File: src/lkt_pkg.sv
// ============================================================================
// lkt_pkg: shared constants and types for the LRU key table
// Port-level field widths, the configuration register map and the result
// record passed from the table logic to the output stage.
// ============================================================================
package lkt_pkg;

  // Default sizing of the table
  localparam int DEFAULT_DEPTH    = 16;
  localparam int DEFAULT_KEY_BITS = 32;

  // Fixed field widths on the ports
  localparam int REQ_KEY_W = 32;
  localparam int SLOT_W    = 4;
  localparam int EVK_W     = 32;

  // Configuration port
  localparam int                CAP_W       = 5;
  localparam int                APB_ADDR_W  = 3;
  localparam int                APB_DATA_W  = 32;
  localparam logic [CAP_W-1:0]  CAP_RESET   = 5'd16;
  // register index taken from the word address bit
  localparam logic              REG_CAPACITY = 1'b0;

  // One lookup result
  typedef struct packed {
    logic              hit;
    logic [SLOT_W-1:0] slot;
    logic              evicted;
    logic [EVK_W-1:0]  evicted_key;
  } result_t;

endpackage

File: src/lkt_table.sv
// ============================================================================
// lkt_table: key store, valid marks and recency ranks
// Parallel compare of one key against all entries, choice of the target slot
// (hit, free slot or oldest entry) and the state update for one request.
// ============================================================================
module lkt_table #(
  parameter int DEPTH    = lkt_pkg::DEFAULT_DEPTH,
  parameter int KEY_BITS = lkt_pkg::DEFAULT_KEY_BITS
) (
  input  logic                     clk_i,
  input  logic                     rst_ni,
  input  logic                     upd_i,      // commit the request's update
  input  logic [KEY_BITS-1:0]      key_i,
  input  logic [lkt_pkg::CAP_W-1:0] cap_i,
  output lkt_pkg::result_t         res_o
);

  localparam int IDX_W = $clog2(DEPTH);
  localparam int OCC_W = $clog2(DEPTH + 1);
  localparam int EW    = (OCC_W > lkt_pkg::CAP_W) ? OCC_W : lkt_pkg::CAP_W;

  logic [KEY_BITS-1:0] key_q  [DEPTH];
  logic [IDX_W-1:0]    rank_q [DEPTH];
  logic [DEPTH-1:0]    valid_q;
  logic [OCC_W-1:0]    occ_q;

  logic [DEPTH-1:0]    match_vec;
  logic [DEPTH-1:0]    free_vec;
  logic [DEPTH-1:0]    free_oh;
  logic [DEPTH-1:0]    oldest_vec;
  logic [DEPTH-1:0]    tgt_oh;
  logic [IDX_W-1:0]    tgt_idx;
  logic [IDX_W-1:0]    hit_rank;
  logic [KEY_BITS-1:0] old_key;
  logic [OCC_W-1:0]    occ_last;
  logic                hit;
  logic                insert;
  logic [EW-1:0]       cap_x;
  logic [EW-1:0]       eff_cap;

  // Effective capacity: zero acts as one, clipped to the table depth
  always_comb begin
    cap_x = EW'(cap_i);
    if (cap_x == '0) begin
      eff_cap = EW'(1);
    end else if (cap_x > EW'(DEPTH)) begin
      eff_cap = EW'(DEPTH);
    end else begin
      eff_cap = cap_x;
    end
  end

  // Per-entry compares; valid ranks are always 0..occ-1, so the oldest
  // entry is the one ranked occ-1
  assign occ_last = occ_q - OCC_W'(1);

  always_comb begin
    for (int i = 0; i < DEPTH; i++) begin
      match_vec[i]  = valid_q[i] && (key_q[i] == key_i);
      oldest_vec[i] = valid_q[i] && (OCC_W'(rank_q[i]) == occ_last);
    end
  end

  // Lowest free slot
  assign free_vec = ~valid_q;
  assign free_oh  = free_vec & (~free_vec + DEPTH'(1));

  assign hit    = |match_vec;
  assign insert = !hit && (EW'(occ_q) < eff_cap);

  always_comb begin
    if (hit) begin
      tgt_oh = match_vec;
    end else if (insert) begin
      tgt_oh = free_oh;
    end else begin
      tgt_oh = oldest_vec;
    end
  end

  // One-hot selects: slot index, rank of the hit entry, replaced key
  always_comb begin
    tgt_idx  = '0;
    hit_rank = '0;
    old_key  = '0;
    for (int i = 0; i < DEPTH; i++) begin
      if (tgt_oh[i]) begin
        tgt_idx = tgt_idx | IDX_W'(i);
      end
      if (match_vec[i]) begin
        hit_rank = hit_rank | rank_q[i];
      end
      if (oldest_vec[i]) begin
        old_key = old_key | key_q[i];
      end
    end
  end

  always_comb begin
    res_o.hit         = hit;
    res_o.slot        = lkt_pkg::SLOT_W'(tgt_idx);
    res_o.evicted     = !hit && !insert;
    res_o.evicted_key = (!hit && !insert) ? lkt_pkg::EVK_W'(old_key) : '0;
  end

  // Valid marks, ranks and occupancy
  always_ff @(posedge clk_i or negedge rst_ni) begin
    if (!rst_ni) begin
      valid_q <= '0;
      occ_q   <= '0;
      for (int i = 0; i < DEPTH; i++) begin
        rank_q[i] <= '0;
      end
    end else if (upd_i) begin
      for (int i = 0; i < DEPTH; i++) begin
        if (tgt_oh[i]) begin
          rank_q[i]  <= '0;
          valid_q[i] <= 1'b1;
        end else if (valid_q[i] && (!hit || (rank_q[i] < hit_rank))) begin
          rank_q[i] <= rank_q[i] + IDX_W'(1);
        end
      end
      if (insert) begin
        occ_q <= occ_q + OCC_W'(1);
      end
    end
  end

  // Key store, written on insert or replace
  always_ff @(posedge clk_i) begin
    if (upd_i && !hit) begin
      for (int i = 0; i < DEPTH; i++) begin
        if (tgt_oh[i]) begin
          key_q[i] <= key_i;
        end
      end
    end
  end

endmodule

File: src/lru_key_table.sv
// ============================================================================
// lru_key_table: fully associative key table with LRU replacement
// Looks up one key per request, reports hit and slot, and on a full table
// replaces the least recent entry and reports its key.
// ============================================================================
//
//  Channel   Direction  Payload
//  --------  ---------  ------------------------------------------------------
//  s_axis    in         tdata[31:0] request_key
//  m_axis    out        tdata[3:0] slot, [35:4] evicted_key; tuser[0] hit,
//                       tuser[1] evicted
//  apb       in/out     reg 0 @ 0x0: capacity[4:0]
//
//  One request per cycle sustained while m_axis does not stall; a request
//  passes the input register, then the result register. The compare, slot
//  choice and table update happen combinationally between the two registers.
//  Reset clears all valid marks, ranks and occupancy at once; capacity
//  resets to 16. A stall on m_axis holds the result register; tready drops
//  once the input register is full as well.
//
module lru_key_table #(
  parameter int DEPTH    = lkt_pkg::DEFAULT_DEPTH,
  parameter int KEY_BITS = lkt_pkg::DEFAULT_KEY_BITS
) (
  input  logic                              clk_i,
  input  logic                              rst_ni,
  // request stream
  input  logic                              s_axis_tvalid,
  output logic                              s_axis_tready,
  input  logic [lkt_pkg::REQ_KEY_W-1:0]     s_axis_tdata,   // [31:0] request_key
  // result stream
  output logic                              m_axis_tvalid,
  input  logic                              m_axis_tready,
  output logic [39:0]                       m_axis_tdata,   // [3:0] slot, [35:4] evicted_key
  output logic [1:0]                        m_axis_tuser,   // [0] hit, [1] evicted
  // configuration
  input  logic                              psel,
  input  logic                              penable,
  input  logic                              pwrite,
  input  logic [lkt_pkg::APB_ADDR_W-1:0]    paddr,
  input  logic [lkt_pkg::APB_DATA_W-1:0]    pwdata,
  output logic [lkt_pkg::APB_DATA_W-1:0]    prdata,
  output logic                              pready
);

  logic                              in_v_q, in_v_d;
  logic [lkt_pkg::REQ_KEY_W-1:0]     in_key_q;
  logic                              out_v_q, out_v_d;
  lkt_pkg::result_t                  out_res_q;
  lkt_pkg::result_t                  res;
  logic [lkt_pkg::CAP_W-1:0]         cap_q;
  logic                              advance;
  logic                              in_take;

  // Configuration register
  assign pready = 1'b1;

  always_ff @(posedge clk_i or negedge rst_ni) begin
    if (!rst_ni) begin
      cap_q <= lkt_pkg::CAP_RESET;
    end else if (psel && penable && pwrite && pready && (paddr[2] == lkt_pkg::REG_CAPACITY)) begin
      cap_q <= pwdata[lkt_pkg::CAP_W-1:0];
    end
  end

  always_comb begin
    unique case (paddr[2])
      lkt_pkg::REG_CAPACITY: prdata = lkt_pkg::APB_DATA_W'(cap_q);
      default:               prdata = '0;
    endcase
  end

  // Handshake: both registers move when the result register is free
  assign advance       = !out_v_q || m_axis_tready;
  assign s_axis_tready = !in_v_q || advance;
  assign in_take       = s_axis_tvalid && s_axis_tready;

  always_comb begin
    if (in_take) begin
      in_v_d = 1'b1;
    end else if (advance) begin
      in_v_d = 1'b0;
    end else begin
      in_v_d = in_v_q;
    end
    out_v_d = advance ? in_v_q : out_v_q;
  end

  always_ff @(posedge clk_i or negedge rst_ni) begin
    if (!rst_ni) begin
      in_v_q  <= 1'b0;
      out_v_q <= 1'b0;
    end else begin
      in_v_q  <= in_v_d;
      out_v_q <= out_v_d;
    end
  end

  // Payload registers
  always_ff @(posedge clk_i) begin
    if (in_take) begin
      in_key_q <= s_axis_tdata;
    end
    if (advance && in_v_q) begin
      out_res_q <= res;
    end
  end

  // Table lookup and update
  lkt_table #(
    .DEPTH    (DEPTH),
    .KEY_BITS (KEY_BITS)
  ) u_table (
    .clk_i  (clk_i),
    .rst_ni (rst_ni),
    .upd_i  (advance && in_v_q),
    .key_i  (KEY_BITS'(in_key_q)),
    .cap_i  (cap_q),
    .res_o  (res)
  );

  // Result stream
  assign m_axis_tvalid = out_v_q;
  assign m_axis_tdata  = {4'b0, out_res_q.evicted_key, out_res_q.slot};
  assign m_axis_tuser  = {out_res_q.evicted, out_res_q.hit};

endmodule

File: config.mk
export PLATFORM = sky130hd
export DESIGN_NAME = lru_key_table
export DESIGN_NICKNAME = d
export VERILOG_FILES = /design/src/lkt_pkg.sv /design/src/lkt_table.sv /design/src/lru_key_table.sv
export SDC_FILE = /design/constraint.sdc
export NUM_CORES = 2
export LEC_CHECK = 0
export BUFFER_PORTS_ARGS = -buffer_cell sky130_fd_sc_hd__clkbuf_2
export CORE_ASPECT_RATIO = 1.1
export CORE_MARGIN = 1.5
export CORE_UTILIZATION = 42
export CTS_BUF_LIST = sky130_fd_sc_hd__clkbuf_16
export CTS_CLUSTER_DIAMETER = 50
export CTS_CLUSTER_SIZE = 16
export DETAILED_ROUTE_END_ITERATION = 12
export GPL_TIMING_DRIVEN = 0
export HOLD_SLACK_MARGIN = 0.03
export PLACE_DENSITY = 0.68
export SYNTH_ARGS = -nofsm -noshare
export SYNTH_HDL_FRONTEND = slang
export SYNTH_SLANG_ARGS = --single-unit
export TNS_END_PERCENT = 1
File: constraint.sdc
create_clock -name clk_i -period 5.13 [get_ports clk_i]
set_input_delay 0 -clock clk_i [delete_from_list [all_inputs] [get_ports clk_i]]
set_output_delay 0 -clock clk_i [all_outputs]
set_load 0.03 [all_outputs]
==> impl_metrics.json <==
{
  "outcome": "finished with violations",
  "violations": "max-capacitance violations, max-slew violations, negative setup slack",
  "yosys-top-cells-area": "edfxtp_1, xnor2_1, dfrtp_1",
  "start_util_pct": 42.7,
  "layout-drive-gt1-share_pct": 25.0,
  "fin_crit_sh_pct": 103,
  "hold_viol_final": 0,
  "yosysMostFrequentCell": "edfxtp_1",
  "grt_max_degree": 56,
  "hold_class": "primary input to flip-flop",
  "leakage_nw": 16.2,
  "place_inst": 4300,
  "place.gp.congestion": 1.16,
  "path_cells": "clkbuf_4 > xnor2_2 > nand4_1 > nor4_4 > nand3_1 > nand3_1 > or3_1 > buf_6 > buf_6 > or3_1 > clkbuf_1 > buf_4 > nor2_1",
  "yosys_warnings": 0,
  "nets": 3531,
  "syn_area_per_cell_um2": 12.2,
  "placed_area_mm2": 0.0395,
  "syn-cell-area_mm2": 0.0363,
  "async_reset_ff_share_pct": 13.6,
  "p_clk_share_pct": 24.6,
  "cp-start-kind": "flip-flop",
  "rsz0062_at_grt": "true",
  "synth_top_area_share_pct": 48.1,
  "io_pins": 151,
  "synth_top_cells_by_count": "edfxtp_1, xnor2_1, nand4_1, a22oi_1, nand3_1",
  "final_area_mm2": 0.0461,
  "clockBufferDepth": 3,
  "finalSetupTns_ns": -0.982,
  "synth_top_area_cell": "edfxtp_1",
  "h-tree-depth": 3,
  "tritoncts": "built",
  "setup_viol": 21,
  "grt_overflow_total": 0,
  "vias": 32086,
  "worst_path_dominant_cell_family": "simple AND/OR/NAND/NOR gates",
  "startpoint": "in_key_q[25]",
  "grt_pass1_vias": 29645,
  "die_h_um": 312,
  "combPwrFrac_pct": 43.9,
  "postSynthCellCount": 2991,
  "areaGrowthSynthToFinish_pct": 26.8,
  "crit_buf_inv": 5,
  "wl_per_cell_um": 49.3,
  "fin_skew_ns": 0.0545,
  "portBuffers": 89,
  "core_mm2": 0.0852,
  "ys_ff_latch": 674,
  "pwr-share-seq_pct": 31.5,
  "path_class": "flip-flop to flip-flop",
  "cp-end-kind": "flip-flop",
  "p_switching_w": 0.0117,
  "finalNonFillerCells": 4610,
  "drt_wl_total_um": 227000,
  "finalPower_w": 0.0253,
  "worst_slew_pin_slew_ns": 1.62,
  "clock_latency_ns": 0.69,
  "maxCapViolations": 4,
  "ir_drop_mv": 0.392,
  "drtIter0Drc": 5154,
  "antenna_found_initial": 16,
  "chipWidth_um": 283,
  "crit_required_ns": 5.47,
  "yosysUniqueCellTypes": 75,
  "dp_hpwl_um": 176000,
  "grt_pass1_wl_um": 290000,
  "synth_ff_type": "edfxtp_1",
  "fin_crit_ns": 5.28,
  "cts_buffers": 84,
  "synth-edff-count": 582,
  "power_switching_share_pct": 46.2,
  "dr.pass1.iters": 8,
  "drc": 0,
  "drv_slew": 44,
  "clk_pin_slew_worst_paths_ns": 0.07,
  "fp-row-count": 112,
  "cts_root_buf": "clkbuf_16",
  "power.density_mw_per_mm2": 549,
  "r2r_start": "in_key_q[25]",
  "synth_seq_area_share_pct": 54.4,
  "fmax_ghz": 0.190,
  "critical_path.max_stage_delay_ns": 0.68,
  "min-delay-start": "s_axis_tdata[22]",
  "slew_headroom_pct": -8.08,
  "grt_usage_pct": 50.5,
  "crit_arrival_ns": 5.62,
  "dieArea_mm2": 0.0883,
  "worst_slack_ns": -0.147,
  "worstPathMaxFanout": 10,
  "vias_per_cell": 6.96,
  "clock_sinks": 674,
  "cp_slowest_cell": "xnor2_2",
  "intPower_w": 0.0136,
  "post-place-ws_ns": -1.53,
  "ant_nets": 0
}
[layout by cell type (no fill, tap or decap), types with 59 or more instances in the layout]
| cell | n |
|---|---|
| dlygate4sd3_1 | 59 |
| edfxtp_1 | 582 |
| nor2_1 | 114 |
| xnor2_1 | 313 |
| clkbuf_16 | 88 |
| clkbuf_2 | 111 |
| dfrtp_1 | 91 |
| ha_1 | 70 |
| nand4_1 | 268 |
| buf_4 | 153 |
| nand3_1 | 137 |
| a22oi_1 | 206 |
| xor2_1 | 90 |
| nand2_1 | 99 |
| xnor2_2 | 131 |
[metrics by stage]
step                      util, %  hold slack [ns]
after floorplan                 -           -0.296
after global placement       45.0            0.177
after detailed placement     46.4           0.0587
after CTS                    52.3           0.0304
after global routing         54.0           0.0579
final                        54.1           0.0341
[final cells by class]
cell class | count | area (µm²)
fill | 7278 | 39100
sequential | 674 | 19800
multi-input combinational | 2129 | 17900
timing repair buffer | 282 | 2700
clock buffer | 88 | 2200
tap | 1140 | 1430
buffer | 179 | 1220
clock inverter | 69 | 691
inverter | 37 | 139
antenna | 12 | 30.0
[final timing paths]
kind	to	slack [ns]	depth (start not counted)
max reg2reg	m_axis_tdata[8]	-0.15	13
min reg2reg	u_table.key_q[1][91]	0.51	0
max in group asynchronous	u_table.rank_q[35]	4.34	4
min	in_key_q[22]	0.03	2
min in group asynchronous	u_table.rank_q[27]	0.43	4
max	m_axis_tdata[8]	-0.15	13
[worst reg2reg max path, cell delays in order (launching register included)]
cell	delay, ns
edfxtp_1	0.51
clkbuf_4	0.27
xnor2_2	0.68
nand4_1	0.28
nor4_4	0.55
nand3_1	0.44
nand3_1	0.27
or3_1	0.15
buf_6	0.16
buf_6	0.18
or3_1	0.12
clkbuf_1	0.56
buf_4	0.53
nor2_1	0.25
[power by group through the flow]
stage	logic (W)	clock network (W)	registers, W
4_1_cts	0.0103	0.00619	0.00790
6_report	0.0111	0.00623	0.00796
3_5_place_dp	0.00993	0	0.00802
2_1_floorplan	0.00483	0	0.00798
3_3_place_gp	0.00956	0	0.00810
5_1_grt	0.0111	0.00638	0.00800
[registers in the layout, summed over array words and instances, names as in the netlist, 2 cells and up]
| name | cells |
|---|---|
| cap_q | 5 |
| in_key_q | 32 |
| m_axis_tdata | 36 |
| m_axis_tuser | 2 |
| u_table.key_q | 512 |
| u_table.occ_q | 5 |
| u_table.rank_q | 64 |
| u_table.valid_q | 16 |
[routing by layer]
metal	global-route usage [%]	up-vias	wire length [µm]
met5	0.0543	-	71
met4	49.6	6	27700
met3	18.2	902	30200
met2	72.8	3034	93900
met1	57.2	15862	75200
li1	-	12282	-
[repair_timing]
| item | in CTS | in global routing |
|---|---|---|
| endpoints found under the setup margin | 604 | 256 |
| setup buffers | 28 | 55 |
| endpoints found under the hold margin | 137 | 0 |
| pin swaps | 9 | 15 |
| hold buffers | 60 | 0 |
| resized for setup | 186 | 132 |
[cell families after synthesis]
| group | after synthesis | share of synthesized area (%) |
|---|---|---|
| XOR/XNOR | 590 | 14.3 |
| multiplexers | 28 | 0.806 |
| flip-flops | 674 | 54.4 |
| buffers and inverters | 218 | 3.60 |
| AND/OR/NAND/NOR | 944 | 14.6 |
| adder cells (fa/ha/maj) | 70 | 2.41 |
| other | 2 | 0.0207 |
| AO/OA/AOI/OAI | 465 | 9.74 |
(Power assumes the default switching activity.)
